<file path="config.mk">
export PLATFORM = sky130hd
export DESIGN_NAME = gate_pulse_delay_queue_top
export DESIGN_NICKNAME = d
export VERILOG_FILES = /design/src/design/gpdq_pkg.sv /design/src/design/gpdq_front.sv /design/src/design/gpdq_fifo.sv /design/src/design/gpdq_back.sv /design/src/design/gate_pulse_delay_queue_top.sv
export SDC_FILE = /design/constraint.sdc
export NUM_CORES = 1
export LEC_CHECK = 0
export ABC_AREA = 1
export ABC_CLOCK_PERIOD_IN_PS = 3700
export BUFFER_PORTS_ARGS = -buffer_cell sky130_fd_sc_hd__buf_2
export CORE_MARGIN = 3
export CORE_UTILIZATION = 44
export DETAILED_ROUTE_END_ITERATION = 8
export GPL_ROUTABILITY_DRIVEN = 0
export RECOVER_POWER = 50
export SLEW_MARGIN = 30
export SYNTH_ARGS = -nofsm -noshare
export SYNTH_HDL_FRONTEND = slang
export SYNTH_SLANG_ARGS = --single-unit
</file>
<file path="constraint.sdc">
create_clock -name clock -period 3.7 [get_ports clock]
set_clock_uncertainty 0.2 [all_clocks]
set_input_delay 0.555 -clock clock [delete_from_list [all_inputs] [get_ports clock]]
set_output_delay 0.555 -clock clock [all_outputs]
set_load 0.03 [all_outputs]
</file>
<file path="src/design/gpdq_pkg.sv">
// ---------------------------------------------------------------------------
// gate pulse delay queue package
// shared types and constants of the front end, back end and top level
// ---------------------------------------------------------------------------
package gpdq_pkg;

   localparam int DELAY_BITS = 16;

   // edge seen on the sampled gate for one transaction
   typedef struct packed {
      logic fall;
      logic rise;
   } edge_type;

   localparam int EDGE_BITS = $bits(edge_type);

endpackage

</file>
<file path="src/design/gpdq_front.sv">
// ---------------------------------------------------------------------------
// gate pulse delay queue front end
// keeps the tick count and the last gate level, classifies each transaction
// into a gate edge and computes its candidate start time
// ---------------------------------------------------------------------------
module gpdq_front #(
   parameter int TIME_BITS = 16
) (
   input  logic                              clock,
   input  logic                              reset,
   input  logic                              req_valid,
   output logic                              req_stall,
   input  logic                              req_gate_level,
   input  logic [gpdq_pkg::DELAY_BITS-1:0]   req_delay_count,
   input  logic                              queue_full,
   output logic                              push_valid,
   output gpdq_pkg::edge_type                push_edge,
   output logic [TIME_BITS-1:0]              push_tick,
   output logic [TIME_BITS-1:0]              push_start,
   output logic [TIME_BITS-1:0]              push_delay
);

   logic [TIME_BITS-1:0] tick_ff;
   logic [TIME_BITS-1:0] tick_in;
   logic                 prev_gate_ff;
   logic                 prev_gate_in;

   always_comb begin
      req_stall      = queue_full;
      push_valid     = req_valid & ~queue_full;
      push_edge.fall = prev_gate_ff & ~req_gate_level;
      push_edge.rise = ~prev_gate_ff & req_gate_level;
      push_delay     = TIME_BITS'(req_delay_count);
      push_tick      = tick_ff;
      push_start     = tick_ff + push_delay;
      tick_in        = tick_ff;
      prev_gate_in   = prev_gate_ff;
      if (push_valid) begin
         tick_in      = tick_ff + 1'b1;
         prev_gate_in = req_gate_level;
      end
   end

   always_ff @(posedge clock) begin
      if (reset) begin
         tick_ff      <= '0;
         prev_gate_ff <= 1'b1;
      end else begin
         tick_ff      <= tick_in;
         prev_gate_ff <= prev_gate_in;
      end
   end

endmodule

</file>
<file path="src/design/gpdq_fifo.sv">
// ---------------------------------------------------------------------------
// gate pulse delay queue command fifo
// two-entry register queue between the front end and the back end
// ---------------------------------------------------------------------------
module gpdq_fifo #(
   parameter int WIDTH = 8
) (
   input  logic             clock,
   input  logic             reset,
   input  logic             push_valid,
   input  logic [WIDTH-1:0] push_data,
   output logic             full,
   output logic             pop_valid,
   output logic [WIDTH-1:0] pop_data,
   input  logic             pop_ready
);

   localparam int ENTRIES = 2;

   logic [WIDTH-1:0] mem_ff [ENTRIES];
   logic             wr_ptr_ff;
   logic             wr_ptr_in;
   logic             rd_ptr_ff;
   logic             rd_ptr_in;
   logic [1:0]       count_ff;
   logic [1:0]       count_in;
   logic             do_push;
   logic             do_pop;

   always_comb begin
      full      = (count_ff == 2'(ENTRIES));
      pop_valid = (count_ff != 2'd0);
      pop_data  = mem_ff[rd_ptr_ff];
      do_push   = push_valid & ~full;
      do_pop    = pop_valid & pop_ready;
      wr_ptr_in = do_push ? wr_ptr_ff + 1'b1 : wr_ptr_ff;
      rd_ptr_in = do_pop ? rd_ptr_ff + 1'b1 : rd_ptr_ff;
      count_in  = count_ff + 2'(do_push) - 2'(do_pop);
   end

   always_ff @(posedge clock) begin
      if (reset) begin
         wr_ptr_ff <= 1'b0;
         rd_ptr_ff <= 1'b0;
         count_ff  <= 2'd0;
      end else begin
         wr_ptr_ff <= wr_ptr_in;
         rd_ptr_ff <= rd_ptr_in;
         count_ff  <= count_in;
      end
   end

   always_ff @(posedge clock) begin
      if (do_push) begin
         mem_ff[wr_ptr_ff] <= push_data;
      end
   end

endmodule

</file>
<file path="src/design/gpdq_back.sv">
// ---------------------------------------------------------------------------
// gate pulse delay queue back end
// owns the pulse slots, schedules edges into the write slot, drives the
// output level from the read slot and registers the response
// ---------------------------------------------------------------------------
module gpdq_back #(
   parameter int QUEUE_DEPTH = 4,
   parameter int TIME_BITS   = 16
) (
   input  logic                 clock,
   input  logic                 reset,
   input  logic                 cmd_valid,
   input  gpdq_pkg::edge_type   cmd_edge,
   input  logic [TIME_BITS-1:0] cmd_tick,
   input  logic [TIME_BITS-1:0] cmd_start,
   input  logic [TIME_BITS-1:0] cmd_delay,
   output logic                 cmd_pop,
   output logic                 rsp_valid,
   input  logic                 rsp_stall,
   output logic                 rsp_pulse_level,
   output logic                 rsp_edge_dropped
);

   localparam int           PW          = $clog2(QUEUE_DEPTH);
   localparam logic [PW-1:0] LAST_SLOT  = PW'(QUEUE_DEPTH - 1);
   localparam logic [2:0]   FLAG_NONE   = 3'b000;
   localparam logic [2:0]   FLAG_ACTIVE = 3'b001;
   localparam logic [2:0]   FLAG_LEAD   = 3'b010;
   localparam logic [2:0]   FLAG_TRAIL  = 3'b100;

   logic [TIME_BITS-1:0] start_ff [QUEUE_DEPTH];
   logic [TIME_BITS-1:0] stop_ff  [QUEUE_DEPTH];
   logic [2:0]           flags_ff [QUEUE_DEPTH];
   logic [2:0]           flags_in [QUEUE_DEPTH];
   logic [PW-1:0]        wr_slot_ff;
   logic [PW-1:0]        wr_slot_in;
   logic [PW-1:0]        rd_slot_ff;
   logic [PW-1:0]        rd_slot_in;
   logic                 awaiting_ff;
   logic                 awaiting_in;
   logic [TIME_BITS-1:0] lead_delay_ff;
   logic [TIME_BITS-1:0] lead_delay_in;
   logic                 level_ff;
   logic                 level_in;
   logic                 rsp_valid_ff;
   logic                 rsp_level_ff;
   logic                 rsp_dropped_ff;
   logic                 out_free;
   logic                 lead_take;
   logic                 trail_take;
   logic                 dropped;
   logic                 same_slot;
   logic [TIME_BITS-1:0] stop_new;
   logic [TIME_BITS-1:0] start_rd;
   logic [TIME_BITS-1:0] stop_rd;
   logic [2:0]           flags_rd;

   function automatic logic [PW-1:0] next_slot(input logic [PW-1:0] slot);
      next_slot = (slot == LAST_SLOT) ? '0 : slot + 1'b1;
   endfunction

   always_comb begin
      out_free      = ~rsp_valid_ff | ~rsp_stall;
      cmd_pop       = cmd_valid & out_free;
      flags_in      = flags_ff;
      wr_slot_in    = wr_slot_ff;
      rd_slot_in    = rd_slot_ff;
      awaiting_in   = awaiting_ff;
      lead_delay_in = lead_delay_ff;
      level_in      = level_ff;
      lead_take     = 1'b0;
      trail_take    = 1'b0;
      dropped       = 1'b0;
      stop_new      = cmd_tick + lead_delay_ff;

      // edge handling on the write slot
      if (cmd_edge.fall && !awaiting_ff) begin
         if (flags_ff[wr_slot_ff] == FLAG_NONE) begin
            lead_take = 1'b1;
         end else begin
            dropped = 1'b1;
         end
      end else if (cmd_edge.rise && awaiting_ff) begin
         trail_take = 1'b1;
      end
      if (lead_take) begin
         flags_in[wr_slot_ff] = FLAG_LEAD | FLAG_ACTIVE;
         awaiting_in          = 1'b1;
         lead_delay_in        = cmd_delay;
      end
      if (trail_take) begin
         flags_in[wr_slot_ff] = flags_ff[wr_slot_ff] | FLAG_TRAIL;
         wr_slot_in           = next_slot(wr_slot_ff);
         awaiting_in          = 1'b0;
      end

      // output compare on the read slot, with bypass of this transaction's write
      same_slot = (rd_slot_ff == wr_slot_ff);
      start_rd  = (lead_take && same_slot) ? cmd_start : start_ff[rd_slot_ff];
      stop_rd   = (trail_take && same_slot) ? stop_new : stop_ff[rd_slot_ff];
      flags_rd  = flags_in[rd_slot_ff];
      if (((flags_rd & FLAG_LEAD) != FLAG_NONE) && (cmd_tick == start_rd)) begin
         level_in             = 1'b1;
         flags_in[rd_slot_ff] = flags_rd & ~FLAG_LEAD;
      end
      if (((flags_rd & FLAG_TRAIL) != FLAG_NONE) && (cmd_tick == stop_rd)) begin
         level_in             = 1'b0;
         flags_in[rd_slot_ff] = FLAG_NONE;
         rd_slot_in           = next_slot(rd_slot_ff);
      end

      rsp_valid        = rsp_valid_ff;
      rsp_pulse_level  = rsp_level_ff;
      rsp_edge_dropped = rsp_dropped_ff;
   end

   always_ff @(posedge clock) begin
      if (reset) begin
         for (int i = 0; i < QUEUE_DEPTH; i++) begin
            flags_ff[i] <= FLAG_NONE;
         end
         wr_slot_ff   <= '0;
         rd_slot_ff   <= '0;
         awaiting_ff  <= 1'b0;
         level_ff     <= 1'b0;
         rsp_valid_ff <= 1'b0;
      end else begin
         if (cmd_pop) begin
            flags_ff    <= flags_in;
            wr_slot_ff  <= wr_slot_in;
            rd_slot_ff  <= rd_slot_in;
            awaiting_ff <= awaiting_in;
            level_ff    <= level_in;
         end
         if (out_free) begin
            rsp_valid_ff <= cmd_valid;
         end
      end
   end

   always_ff @(posedge clock) begin
      if (cmd_pop) begin
         lead_delay_ff  <= lead_delay_in;
         rsp_level_ff   <= level_in;
         rsp_dropped_ff <= dropped;
         if (lead_take) begin
            start_ff[wr_slot_ff] <= cmd_start;
         end
         if (trail_take) begin
            stop_ff[wr_slot_ff] <= stop_new;
         end
      end
   end

endmodule

</file>
<file path="src/design/gate_pulse_delay_queue_top.sv">
// ---------------------------------------------------------------------------
// gate pulse delay queue top level
// delays active-low gate pulses through a small slot queue and replays them
// on the output, one transaction per timer tick
//
//   channel   direction   handshake          payload
//   req       in          req_valid/stall    gate_level, delay_count
//   rsp       out         rsp_valid/stall    pulse_level, edge_dropped
//
// one transaction per cycle sustained while responses are not stalled; a request
// passes through the two-entry command fifo and then the response register, each
// adding one register stage; no clearing pass, ready the cycle after reset
// reset is synchronous and active high
// a response stall backs up into the fifo and then stalls requests
// ---------------------------------------------------------------------------
module gate_pulse_delay_queue_top #(
   parameter int QUEUE_DEPTH = 4,
   parameter int TIME_BITS   = 16
) (
   input  logic                            clock,
   input  logic                            reset,
   input  logic                            req_valid,
   output logic                            req_stall,
   input  logic                            req_gate_level,
   input  logic [gpdq_pkg::DELAY_BITS-1:0] req_delay_count,
   output logic                            rsp_valid,
   input  logic                            rsp_stall,
   output logic                            rsp_pulse_level,
   output logic                            rsp_edge_dropped
);

   localparam int CMD_BITS = gpdq_pkg::EDGE_BITS + 3 * TIME_BITS;

   logic                 queue_full;
   logic                 push_valid;
   gpdq_pkg::edge_type   push_edge;
   logic [TIME_BITS-1:0] push_tick;
   logic [TIME_BITS-1:0] push_start;
   logic [TIME_BITS-1:0] push_delay;
   logic [CMD_BITS-1:0]  push_data;
   logic                 cmd_valid;
   logic [CMD_BITS-1:0]  cmd_data;
   logic                 cmd_pop;
   gpdq_pkg::edge_type   cmd_edge;
   logic [TIME_BITS-1:0] cmd_tick;
   logic [TIME_BITS-1:0] cmd_start;
   logic [TIME_BITS-1:0] cmd_delay;

   assign push_data = {push_edge, push_tick, push_start, push_delay};
   assign {cmd_edge, cmd_tick, cmd_start, cmd_delay} = cmd_data;

   gpdq_front #(
      .TIME_BITS (TIME_BITS)
   ) u_front (
      .clock           (clock),
      .reset           (reset),
      .req_valid       (req_valid),
      .req_stall       (req_stall),
      .req_gate_level  (req_gate_level),
      .req_delay_count (req_delay_count),
      .queue_full      (queue_full),
      .push_valid      (push_valid),
      .push_edge       (push_edge),
      .push_tick       (push_tick),
      .push_start      (push_start),
      .push_delay      (push_delay)
   );

   gpdq_fifo #(
      .WIDTH (CMD_BITS)
   ) u_fifo (
      .clock      (clock),
      .reset      (reset),
      .push_valid (push_valid),
      .push_data  (push_data),
      .full       (queue_full),
      .pop_valid  (cmd_valid),
      .pop_data   (cmd_data),
      .pop_ready  (cmd_pop)
   );

   gpdq_back #(
      .QUEUE_DEPTH (QUEUE_DEPTH),
      .TIME_BITS   (TIME_BITS)
   ) u_back (
      .clock            (clock),
      .reset            (reset),
      .cmd_valid        (cmd_valid),
      .cmd_edge         (cmd_edge),
      .cmd_tick         (cmd_tick),
      .cmd_start        (cmd_start),
      .cmd_delay        (cmd_delay),
      .cmd_pop          (cmd_pop),
      .rsp_valid        (rsp_valid),
      .rsp_stall        (rsp_stall),
      .rsp_pulse_level  (rsp_pulse_level),
      .rsp_edge_dropped (rsp_edge_dropped)
   );

endmodule

</file>
Word-level counts from Yosys, hierarchy flattened:

Memories as Yosys holds them, arrays and structs flattened. A register that Yosys moved wholly into a read port is not among the register bits.
Index checks and enable logic that the tools add are counted.

* register bits after elaboration: 58
* latch bits: 0
* memory bits (writable): 228
* bits in read-only memories: 0
* input port bits: 21
* output and inout port bits: 4
* logic and storage cells: 117
* memories: 3

* add/subtract/negate cells: 9
* multipliers: 0
* div/mod/pow operators: 0
* magnitude comparators: 4
* equality and inequality tests: 6
* shift operators: 0
* multiplexer cells: 43
* bitwise gates (word level): 19
* reduce and logical (&&, ||, !) cells: 16

Memory list
* u_fifo.mem_ff: depth 2, width 50, rd ports 1, clocked after Yosys merged registers in 1, write ports 1, line gpdq_fifo.sv:20 `logic [WIDTH-1:0] mem_ff [ENTRIES];`
* u_back.start_ff: depth 4, width 16, rd ports 1, clocked after Yosys merged registers in 1, write ports 1, line gpdq_back.sv:31 `logic [TIME_BITS-1:0] start_ff [QUEUE_DEPTH];`
* u_back.stop_ff: depth 4, width 16, rd ports 1, clocked after Yosys merged registers in 1, write ports 1, line gpdq_back.sv:32 `logic [TIME_BITS-1:0] stop_ff [QUEUE_DEPTH];`

Operators with widths (number)
* $mux W12: 4
* $add A16 B16 Y16: 2
* $eq A16 B16 Y1: 2
* $mux W16: 2
* $bwmux W12: 2
* $mux W1: 19
* $mux W3: 6
* $add A16 B1 Y16 const B: 1
* $and A12 B12 Y12: 1
* $bmux W3 S2: 2
* $demux W3 S2: 2
* $mux W2: 6
* $not A12 Y12: 1
* $logic_and A1 B1 Y1: 8
* $or A8 B8 Y8: 1
* $reduce_and A2 Y1: 4
* $and A1 B1 Y1: 6
* $eq A2 B2 Y1 const B: 3
* $ge A3 B3 Y1 const B: 2
* $lt A3 B1 Y1 const B: 2
* $not A2 Y3: 2
* $not A1 Y1: 5
* $add A2 B1 Y2 const B: 2
* $and A4 B4 Y4: 1
* other kinds (9): 11

Depth between registers and ports, before layout:

* depth after elaboration: 17
* mapped depth: 26
* depth with buffers taken out: 25

Cells and area by module:

A second synthesis with hierarchy kept.

* cell total of the unflattened synthesis: 1705
* area, all modules: 15711.3 um2

Modules (own cells, without submodules)
* gpdq_back: instances 1, cells each 1186, area an instance 9713.1 um2
* gpdq_fifo: instances 1, cells each 195, area an instance 4116.4 um2
* gpdq_front: instances 1, cells each 324, area an instance 1881.8 um2

Worst setup path before layout:

OpenSTA, ideal clock, no wires.

* kind: input-to-reg
* from: input port req_valid
* to: memory u_fifo.mem_ff[1][0] (netlist name) (enable)
* library setup time: 0.459 ns
* data arrival time: 2.843 ns
* slack: 0.198 ns
* cell stages on the path: 2
* path buffers: 0
* cell sequence: o21ai_1 nor2_1

* cells in the longest elaborated chain, start to end: 4

RTL lines
* from (decl): line gate_pulse_delay_queue_top.sv:22 `input logic req_valid,`
* $and A1 B1 Y1: line gpdq_front.sv:30 `push_valid = req_valid & ~queue_full;`
* $and A1 B1 Y1: line gpdq_fifo.sv:34 `do_push = push_valid & ~full;`
* $mux W1: line gpdq_fifo.sv:54 `if (do_push) begin`
* $mux W1 (not written as such): line gpdq_fifo.sv:55 `mem_ff[wr_ptr_ff] <= push_data;`
* to (decl): line gpdq_fifo.sv:20

Every way passes these cells.

==> results.cfg <==
[clock_network]
cts_tree = built
cts-root-buf = clkbuf_16
worst_skew_pair.late_latency_ns = 0.56
cts.sinks = 289
cts_buffers = 30
clk_pin_slew_worst_paths_ns = 0.06
htree_levels = 1
clock_path_buffers = 3

[detailed_routing]
vias_per_cell = 5.25
drt-initial-drc-count = 972
route.detailed.drc = 0
dr.pass1.iters = 6
wl_per_cell_um = 17.4
wl_um = 37800
num_vias = 11400
antenna_left = 0

[sta]
post-route-period-util = 0.938
finalMaxSlewViolations = 21
setup_tns_ns = 0
tightest_slew_ns = 2.13
setup_viol = 0
min_period_ns = 3.47
finalWorstSetupSlack_ns = 0.229
max_freq_mhz = 288
hold_violations = 0
slew_headroom = -0.427

[power]
p_total_mw = 13.5
leakage_nw = 7.07
vdd_drop_max_v = 0.000493
powerDensity_mw_per_mm2 = 792

[worst_setup_path]
slowest_delay_ns = 0.38
path_max_fanout = 20
crit_buf_inv = 5
critPathArrivalTime_ns = 3.69
crit_chain = buf_12 > buf_4 > o21ai_2 > inv_1 > ha_1 > nand2_1 > nand2_1 > a21oi_2 > nand2_1 > nand2_1 > nand3_1 > nand3_1 > nand2_1 > nand2_1 > nand2_1 > nor2_1 > nand2_1 > nor2_2 > buf_12 > nand3_1 > nand2_1 > inv_2 > nand3_1 > a21oi_1
worstPathRequired_ns = 3.92
crit_path_start_kind = flip-flop
critical-path-top-delay-family = simple AND/OR/NAND/NOR gates
cp_slowest_cell = dfxtp_4
cp-end-kind = flip-flop
cpMostUsedCell = nand2_1
path_class = reg2reg

[floorplan]
io_pins = 25
design.core.area_mm2 = 0.0329
start_util = 0.450
fp-row-count = 66
die_w_um = 189
die_h_um = 189
die_area_mm2 = 0.0359

[synth]
synth_seq_cells = 289
yosys_warnings = 0
syn_inst = 1620
ys.flop_type = edfxtp_1
ys_seq_area_frac = 0.557
synthArstFlopShare = 0
syn_area_mm2 = 0.0148
synth_edf_count = 246
syn_nets = 1684
ys_types = 55
avgSynthCellArea_um2 = 9.14

[worst_hold_path]
hold_class = in2reg

[placed_design]
hpwl_um = 27100
dp_cells = 2120
io_buffer_count = 24
preCtsSetupSlack_ns = 0.0268

[cells_and_area]
diodes = 0
final_nets = 1781
mostFrequentLayoutCells = nand2_1, edfxtp_1, inv_1, nand3_1, nor2_1
final_cells = 2181
layout_commonest_cell = nand2_1
area_delta_synth_final_pct = 14.9
utilization = 0.517
layout-drive-gt1-share = 0.110

[global_routing]
grt_pass1_wl_um = 58800
grt-ovfl-total = 0
antenna_found_initial = 0
grt_max_degree = 77
grt_usage = 0.207
grt_pass1_vias = 10700

[status]
outcome = complete, but fails checks
violations = capacitance limit, slew limit

[run]
drv_cap = 1
-- area by class of cell --
cell class | instances | area (um^2)
clock inverters | 19 | 205
flip-flops and latches | 289 | 8250
fillers | 3063 | 15900
multi-input cells | 1062 | 5520
clock buffers | 35 | 791
well taps | 442 | 553
inverters | 215 | 811
repair buffers | 119 | 872
-- synthesized netlist by cell type, types with 5 or more instances --
cell type | count | share of area
inv_1 | 205 | 0.052
ha_1 | 41 | 0.035
nand4_1 | 32 | 0.014
buf_2 | 25 | 0.0085
or2_2 | 5 | 0.0021
dfxtp_1 | 43 | 0.058
a21oi_1 | 88 | 0.030
inv_2 | 8 | 0.0020
buf_6 | 5 | 0.0038
nor2_1 | 117 | 0.030
o21ai_0 | 65 | 0.022
xor2_1 | 14 | 0.0083
a31oi_1 | 13 | 0.0055
a32o_1 | 5 | 0.0034
edfxtp_1 | 246 | 0.50
mux2_2 | 16 | 0.012
a211oi_1 | 8 | 0.0041
clkbuf_1 | 16 | 0.0041
xnor2_1 | 6 | 0.0036
nand2_1 | 423 | 0.11
nand3_1 | 166 | 0.056
nor3_1 | 6 | 0.0020
-- per-layer routing --
metal	wire length, um	part of all wire	GRT usage	up-vias
met2	17600	0.46	0.329	336
met5	0	0	0	-
li1	-	-	-	5647
met1	17000	0.45	0.300	5399
met3	2340	0.062	0.0267	65
met4	954	0.025	0.0597	0
-- flip-flops by register name, summed over array words and instances, names as in the netlist, named ones only --
| name | cells |
|---|---|
| u_back.rsp_valid | 1 |
| u_fifo.rd_ptr_ff | 1 |
| u_fifo.wr_ptr_ff | 1 |
| u_back.start_ff | 64 |
| u_back.wr_slot_ff | 2 |
| u_front.push_tick | 16 |
| u_back.awaiting_ff | 1 |
| u_back.rsp_edge_dropped | 1 |
| u_back.level_ff | 1 |
| u_back.rd_slot_ff | 2 |
| u_fifo.mem_ff | 100 |
| u_back.rsp_pulse_level | 1 |
| u_back.lead_delay_ff | 16 |
| u_front.prev_gate_ff | 1 |
| u_back.flags_ff | 12 |
| u_back.stop_ff | 64 |
| u_fifo.count_ff | 2 |
-- logic make-up after synthesis --
kind of cell | Yosys count | share of synthesized area
adder cells (fa/ha/maj) | 43 | 0.0374
AND/OR/NAND/NOR | 776 | 0.228
XOR/XNOR | 20 | 0.0118
buffers and inverters | 269 | 0.0751
flip-flops | 289 | 0.557
AO/OA/AOI/OAI | 205 | 0.0774
multiplexers | 18 | 0.0135
-- power by group --
| part | switching (mW) | internal [mW] |
|---|---|---|
| combinational | 3.90 | 2.00 |
| sequential | 0.151 | 4.38 |
| clock | 1.23 | 1.80 |
-- per-stage QoR --
stage	instance area, um^2	hold WS, ns
4_1_cts	16900	0.000430
3_5_place_dp	15900	0.251
2_1_floorplan	14800	0.226
6_report	17000	0.0668
5_1_grt	17000	0.0526
3_3_place_gp	15900	0.240
-- path summary, 6_finish.rpt --
kind                                         start                   to  slack [ns]  depth (start not counted)
worst max-delay path                     flip-flop   u_back.flags_ff[4]        0.23                         24
worst min-delay path            req_delay_count[7]  u_fifo.mem_ff[1][7]        0.07                          1
worst max register to register           flip-flop   u_back.flags_ff[4]        0.23                         24
worst min register to register    u_fifo.rd_ptr_ff     u_fifo.rd_ptr_ff        0.25                          1
-- timing repair --
action                     4_1_cts  5_1_grt
hold buffers                     4        0
setup endpoints to repair        0       18
resized for setup                0       31
buffers inserted                 0        2
hold endpoints to repair         8        0
Power figures use the tool's default switching activity.
